### src/hw/rtl/adsr_envelope_gain_top_defines.svh
// Assertion macros shared by the envelope gain RTL.
// Expects clk and rst_n in the scope where a macro is used.
`ifndef ADSR_ENVELOPE_GAIN_TOP_DEFINES_SVH
`define ADSR_ENVELOPE_GAIN_TOP_DEFINES_SVH

// same-cycle implication
`define ADSR_ASSERT(lbl, ante, cons) \
  lbl: assert property (@(posedge clk) disable iff (!rst_n) (ante) |-> (cons)) \
    else $error("adsr: assertion failed");

// implication with a fixed delay in cycles
`define ADSR_ASSERT_DLY(lbl, ante, n, cons) \
  lbl: assert property (@(posedge clk) disable iff (!rst_n) (ante) |-> ##(n) (cons)) \
    else $error("adsr: delayed assertion failed");

`endif

### src/hw/rtl/adsr_pkg.sv
// Types and constants for the ADSR envelope gain block.
// No dependencies; used by adsr_div and adsr_envelope_gain_top.
package adsr_pkg;

  localparam int ADDR_W   = 5;
  localparam int DATA_W   = 32;
  localparam int PCT_W    = 7;
  localparam int PHASE_W  = 3;
  localparam int GAIN_W   = 17;   // Q0.16 with room for unity
  localparam int QUO_W    = 16;   // segment gains always stay below unity

  localparam logic [PCT_W-1:0]  PCT_FULL = 7'd100;
  localparam logic [GAIN_W-1:0] UNITY    = 17'h10000;

  // floor(pct * 65536 / 100) == (pct * SUS_RECIP) >> SUS_SHIFT for pct <= 100
  localparam logic [19:0] SUS_RECIP = 20'd671089;
  localparam int          SUS_SHIFT = 10;

  typedef logic [GAIN_W-1:0] gain_t;

  typedef enum logic [PHASE_W-1:0] {
    PH_OFF,
    PH_ATTACK,
    PH_DECAY,
    PH_SUSTAIN,
    PH_RELEASE
  } phase_t;

  typedef enum logic [2:0] {
    REG_NOTE_START,
    REG_ATTACK_END,
    REG_DECAY_END,
    REG_RELEASE_START,
    REG_NOTE_END,
    REG_SUSTAIN_PCT
  } reg_idx_t;

  // sustain gain from a raw percent value, saturated at full scale
  function automatic gain_t sus_gain(input logic [PCT_W-1:0] pct);
    logic [PCT_W-1:0] sat;
    logic [26:0]      prod;
    sat  = (pct > PCT_FULL) ? PCT_FULL : pct;
    prod = 27'(sat) * 27'(SUS_RECIP);
    return prod[SUS_SHIFT +: GAIN_W];
  endfunction

endpackage

### src/hw/rtl/adsr_div.sv
// Pipelined restoring divider, one quotient bit per stage, with sideband.
// Depends on adsr_pkg and adsr_envelope_gain_top_defines.svh.
`include "adsr_envelope_gain_top_defines.svh"

module adsr_div #(
  parameter int NUM_W  = 39,
  parameter int DEN_W  = 22,
  parameter int SIDE_W = 35
) (
  input  logic                            clk,
  input  logic                            rst_n,
  input  logic                            in_valid,
  input  logic [NUM_W-1:0]                in_num,
  input  logic [DEN_W-1:0]                in_den,
  input  logic [SIDE_W-1:0]               in_side,
  output logic                            out_valid,
  output logic [adsr_pkg::QUO_W-1:0]      out_quo,
  output logic [SIDE_W-1:0]               out_side
);
  import adsr_pkg::*;

  // caller guarantees in_num < in_den * 2**QUO_W
  logic                vld_r  [QUO_W];
  logic [NUM_W-1:0]    rem_r  [QUO_W];
  logic [DEN_W-1:0]    den_r  [QUO_W];
  logic [QUO_W-1:0]    quo_r  [QUO_W];
  logic [SIDE_W-1:0]   side_r [QUO_W];

  for (genvar s = 0; s < QUO_W; s++) begin : g_stage
    localparam int K = QUO_W - 1 - s;
    logic              vld_in;
    logic [NUM_W-1:0]  rem_in;
    logic [DEN_W-1:0]  den_in;
    logic [QUO_W-1:0]  quo_in;
    logic [SIDE_W-1:0] side_in;
    logic [NUM_W-1:0]  dsh;
    logic              ge;
    logic [NUM_W-1:0]  rem_nxt;

    if (s == 0) begin : g_first
      assign vld_in  = in_valid;
      assign rem_in  = in_num;
      assign den_in  = in_den;
      assign quo_in  = '0;
      assign side_in = in_side;
    end else begin : g_next
      assign vld_in  = vld_r[s-1];
      assign rem_in  = rem_r[s-1];
      assign den_in  = den_r[s-1];
      assign quo_in  = quo_r[s-1];
      assign side_in = side_r[s-1];
    end

    assign dsh     = NUM_W'(den_in) << K;
    assign ge      = (rem_in >= dsh);
    assign rem_nxt = ge ? (rem_in - dsh) : rem_in;

    always_ff @(posedge clk) begin
      if (!rst_n) begin
        vld_r[s] <= 1'b0;
      end else begin
        vld_r[s] <= vld_in;
      end
    end

    always_ff @(posedge clk) begin
      rem_r[s]  <= rem_nxt;
      den_r[s]  <= den_in;
      quo_r[s]  <= {quo_in[QUO_W-2:0], ge};
      side_r[s] <= side_in;
    end
  end

  assign out_valid = vld_r[QUO_W-1];
  assign out_quo   = quo_r[QUO_W-1];
  assign out_side  = side_r[QUO_W-1];

  `ADSR_ASSERT(a_div_rem_below_den, out_valid, rem_r[QUO_W-1] < NUM_W'(den_r[QUO_W-1]))
  `ADSR_ASSERT_DLY(a_div_latency, in_valid, QUO_W, out_valid)
  `ADSR_ASSERT(a_div_side_kept, out_valid, out_side == $past(in_side, QUO_W))

endmodule

### config.mk
export PLATFORM = sky130hd
export DESIGN_NAME = adsr_div
export DESIGN_NICKNAME = d
export VERILOG_FILES = /design/src/hw/rtl/adsr_pkg.sv /design/src/hw/rtl/adsr_div.sv
export VERILOG_INCLUDE_DIRS = /design/src /design/src/hw/rtl
export SDC_FILE = /design/constraint.sdc
export NUM_CORES = 2
export LEC_CHECK = 0
export BUFFER_PORTS_ARGS = -buffer_cell sky130_fd_sc_hd__buf_4
export CORE_MARGIN = 5
export CORE_UTILIZATION = 53
export DETAILED_ROUTE_END_ITERATION = 10
export GPL_ROUTABILITY_DRIVEN = 0
export PLACE_DENSITY_LB_ADDON = 0.12
export SYNTH_ARGS = -nofsm -noshare
export SYNTH_HDL_FRONTEND = slang
export SYNTH_SLANG_ARGS = --single-unit
export TNS_END_PERCENT = 30
### constraint.sdc
create_clock -name clk -period 3.3 [get_ports clk]
set_input_delay 0.33 -clock clk [delete_from_list [all_inputs] [get_ports clk]]
set_output_delay 0.33 -clock clk [all_outputs]
set_load 0.05 [all_outputs]
### Word-level counts from Yosys, hierarchy flattened

Memories as Yosys holds them, arrays and structs flattened.
Index checks and enable logic that the tools add are counted.
Widths: inputs -> output; s select.

* add/subtract/negate cells: 16
* order comparisons: 16
* muxes and demuxes: 34
* bitwise gates (word level): 16

Operators by type and width (number)
* $mux 39: 16
* $ge 39x22->1: 1
* $ge 39x23->1: 1
* $ge 39x24->1: 1
* $ge 39x25->1: 1
* $ge 39x26->1: 1
* $ge 39x27->1: 1
* $ge 39x28->1: 1
* $ge 39x29->1: 1
* $ge 39x30->1: 1
* $ge 39x31->1: 1
* $ge 39x32->1: 1
* $ge 39x33->1: 1
* $ge 39x34->1: 1
* $ge 39x35->1: 1
* $ge 39x36->1: 1
* $ge 39x37->1: 1
* $sub 39x22->39: 1
* $sub 39x23->39: 1
* $sub 39x24->39: 1
* $sub 39x25->39: 1
* $sub 39x26->39: 1
* $sub 39x27->39: 1
* $sub 39x28->39: 1
* other kinds (11): 43

* bits in registers: 0
* bits in writable memories: 1808
* input port bits: 99
* logic and storage cells: 87
* memories: 5

Memory list
* rem_r: depth 16, width 39, rd ports 15, clocked after memory_dff 0, wr ports 16, RTL line adsr_div.sv:24 `logic [NUM_W-1:0] rem_r [QUO_W];`
* side_r: depth 16, width 35, rd ports 16, clocked after memory_dff 0, wr ports 16, RTL line adsr_div.sv:27 `logic [SIDE_W-1:0] side_r [QUO_W];`
* den_r: depth 16, width 22, rd ports 15, clocked after memory_dff 0, wr ports 16, RTL line adsr_div.sv:25 `logic [DEN_W-1:0] den_r [QUO_W];`
* quo_r: depth 16, width 16, rd ports 16, clocked after memory_dff 0, wr ports 16, RTL line adsr_div.sv:26 `logic [QUO_W-1:0] quo_r [QUO_W];`
* vld_r: depth 16, width 1, rd ports 16, clocked after memory_dff 0, wr ports 16, RTL line adsr_div.sv:23 `logic vld_r [QUO_W];`

### Depth between registers and ports, before layout

An unclocked memory read counts as a cell.

* word-level depth: 3
* mapped depth: 14
* gate-level depth less buffers: 13

### Worst setup path after synthesis

Ideal clock, no wire load.

* kind: flip-flop to flip-flop
* start point: memory rem_r[7][7] (netlist: rem_r[0][280])
* end point: memory rem_r[8][21] (netlist: rem_r[1][21])
* data arrival time: 3164 ps
* data required time: 3179 ps
* path slack: 16 ps
* stages on the path, launching flop included: 14
* buffers on the path: 2
* cell sequence: dfxtp_1 > inv_1 > ha_1 > inv_1 > fa_1 > a211oi_1 > o21bai_1 > o41ai_1 > o31ai_1 > a211o_1 > a211o_1 > buf_2 > buf_2 > mux2_2

RTL lines (RTL line)
* start: declaration: adsr_div.sv:24

==> flow_summary.yaml <==
status:
  status: "completed"
run:
  cap_violations: 0
logic_synthesis:
  synth_cell_types: 92
  ys_dominant_reg_cell: "dfxtp_1"
  netlist_area_um2: 57400
  avgSynthCellArea_um2: 10.4
  yosys_warnings: 0
  synth_edf_count: 0
  syn_nets: 5959
  ys_async_sr_fraction: 0
  synth_cells: 5493
  yosysSeqAreaShare: 0.567
  synth_seq_cells: 1627
clocking:
  cts.sinks: 1627
  cts_buffers: 159
  cts-htree-levels: 4
  clk_latency_ps: 760
  cts_tree: "done"
  clock_path_buffers: 3
  clockRootBuffer: "clkbuf_16"
  clkTransAtPathRegs_ps: 60
timing:
  rsz0062_at_grt: "yes"
  fmax_mhz: 305
  timing.final.ws_setup_ps: 21.2
  min_period_over_period: 0.994
  hold_viol_final: 0
  min_period_ps: 3280
  fin_tns_setup_ps: 0
  finClkSkew_ps: 30.2
  setup_violations: 0
  drv_slew: 0
  tightest_slew_ps: 863
  slew_headroom: 0.420
critical_path:
  startpoint_type: "flip-flop"
  critical_path_arrival_ps: 3950
  cp-end-kind: "flip-flop"
  critPathRequiredTime_ps: 3980
  criticalPathCategory: "flip-flop to flip-flop"
  crit_fanout: 5
power_and_ir_drop:
  ir_drop_mv: 0.593
  power_density_nw_per_um2: 991
  total_power_w: 0.0677
  p_leak_nw: 30.3
floorplan:
  start_util: 0.535
  dieHeight_um: 339
  dieArea_um2: 115000
  core_area_um2: 107000
  num_io_pins: 151
  core.rowCount: 120
  die-width_um: 339
global_route:
  grt_pass1_vias: 37898
  antenna_found_initial: 2
  overflow: 0
  globalRouteTotalUtil: 0.207
  grt_max_degree: 46
  grt_pass1_wl_um: 196000
finish:
  area_growth_pct: 19.0
  final_util: 0.636
  drive_gt1_frac: 0.119
  fin_area_um2: 68300
  final_nets: 6424
  n_antenna_cell: 0
place:
  dp_hpwl_um: 90500
  io_buffers: 150
  placed_cell_area_um2: 61200
  pre_cts_slack_ps: -9.68
route:
  drtIter0Drc: 2675
  via_count: 39031
  drcViolationCount: 0
  drt_pass1_iterations: 5
  drt-wirelength-per-cell_um: 16.1
  drt_wl_total_um: 121000
  drt.antenna.violating_nets: 0
  via_per_inst: 5.21
min_path:
  hold_class: "input port to flip-flop"
path summary, 6_finish.rpt:
kind	from	end	slack, ps	depth (start not counted)
hold reg to reg	side_r[13][17]	side_r[14][17]	310	0
setup / recovery	rem_r[1][120]	rem_r[1][191]	20	14
setup reg to reg	rem_r[1][120]	rem_r[1][191]	20	14
hold / removal	in_side[31]	side_r[0][31]	210	2
critical path, cell delays in order (launching register included):
cell,delay (ps)
dfxtp_1,330
inv_1,40
ha_1,200
inv_1,70
fa_1,190
a211oi_1,100
o21a_1,230
or4_4,520
a21oi_4,200
a41oi_4,160
o31ai_4,390
buf_4,180
o2111ai_1,170
nor4_2,260
xor2_1,160
timing repair:
action | 4_1_cts | 5_1_grt
resized for setup | 3 | 55
pin swaps | 0 | 17
setup endpoints to repair | 18 | 111
buffers inserted | 0 | 6
hold endpoints to repair | 112 | 0
hold buffers | 99 | 0
sequential cells by signal, indices dropped and copies added (netlist names):
| signal | flops |
|---|---|
| den_r | 330 |
| quo_r | 136 |
| rem_r | 585 |
| side_r | 560 |
| vld_r | 16 |
placed cells by master (no fill, tap or decap), types with 46 or more instances in the layout:
| cell type | instances |
|---|---|
| nand4_1 | 56 |
| inv_1 | 451 |
| clkbuf_16 | 162 |
| mux2_2 | 51 |
| dlygate4sd3_1 | 99 |
| o21ai_0 | 319 |
| ha_1 | 352 |
| nand3_1 | 72 |
| a21o_1 | 152 |
| buf_4 | 288 |
| nor3_1 | 101 |
| nor2b_1 | 46 |
| nor4_1 | 65 |
| xnor2_1 | 194 |
| dfxtp_1 | 1627 |
| nand2_1 | 411 |
| xor2_1 | 185 |
| nand2b_1 | 58 |
| o31ai_1 | 47 |
| nor2_1 | 280 |
| a21oi_1 | 310 |
| o21a_1 | 59 |
per-layer routing:
metal,GRT usage,vias up,part of all wire
met4,0.0662,0,0.030
met1,0.290,17933,0.48
met3,0.0369,247,0.054
met5,0,-,0
met2,0.326,1031,0.44
li1,-,19820,-
synthesized netlist by cell type, types with 9 or more instances:
| master | n | area share |
|---|---|---|
| nor4b_1 | 20 | 0.0031 |
| a21boi_0 | 20 | 0.0026 |
| nor2b_1 | 48 | 0.0052 |
| o31a_1 | 14 | 0.0021 |
| nand2_1 | 411 | 0.027 |
| nor3b_1 | 19 | 0.0025 |
| or4_1 | 26 | 0.0034 |
| o21ai_0 | 320 | 0.028 |
| ha_1 | 352 | 0.077 |
| o31ai_1 | 48 | 0.0063 |
| or2_2 | 20 | 0.0022 |
| o211ai_1 | 26 | 0.0034 |
| nor2_1 | 280 | 0.018 |
| fa_1 | 15 | 0.0052 |
| dfxtp_1 | 1627 | 0.57 |
| nor4_1 | 71 | 0.0077 |
| xor2_1 | 185 | 0.028 |
| nand3_1 | 72 | 0.0063 |
| a211o_1 | 13 | 0.0020 |
| nand4b_1 | 11 | 0.0017 |
| nand2b_1 | 58 | 0.0063 |
| a31oi_1 | 32 | 0.0035 |
| mux2_2 | 51 | 0.010 |
| and3_1 | 31 | 0.0034 |
| and2_1 | 31 | 0.0034 |
| nand4_1 | 56 | 0.0061 |
| a21o_1 | 152 | 0.020 |
| o41ai_1 | 12 | 0.0018 |
| a211oi_1 | 35 | 0.0046 |
| xnor2_1 | 194 | 0.030 |
| nand3b_1 | 11 | 0.0014 |
| o21bai_1 | 33 | 0.0043 |
| o21a_1 | 60 | 0.0078 |
| inv_1 | 451 | 0.029 |
| or3_1 | 41 | 0.0045 |
| nor3_1 | 106 | 0.0092 |
| a2111oi_0 | 10 | 0.0015 |
| clkbuf_1 | 74 | 0.0048 |
| a21oi_1 | 314 | 0.027 |
| buf_2 | 14 | 0.0012 |
| a41oi_1 | 9 | 0.0014 |
cell families after synthesis:
logic type,Yosys count,synth area share
compound gates,1171,0.128
fa+ha+maj,367,0.0820
buf+inv,551,0.0367
mux,58,0.0112
xor+xnor,379,0.0578
simple gates,1340,0.116
flops,1627,0.567
power by group:
group          internal (W)  total (W)  switching, W
combinational        0.0102     0.0221        0.0119
sequential           0.0236     0.0265       0.00292
clock                0.0115     0.0191       0.00759
total                0.0452     0.0677        0.0224
layout make-up:
| class | count | area, um2 |
|---|---|---|
| Sequential cell | 1627 | 32600 |
| Timing Repair Buffer | 402 | 3440 |
| Tap cell | 1403 | 1760 |
| Inverter | 453 | 1700 |
| Clock inverter | 79 | 1170 |
| Clock buffer | 215 | 4580 |
| Fill cell | 8525 | 39100 |
| Multi-Input combinational cell | 3315 | 23100 |
stage by stage:
stage | hold slack, ps | std cells
2_1_floorplan | 310 | 5493
3_3_place_gp | 310 | 7095
3_5_place_dp | 312 | 7095
4_1_cts | 152 | 7488
5_1_grt | 170 | 7494
6_report | 214 | 7494
No activity file was read; power rests on OpenSTA's default activity.
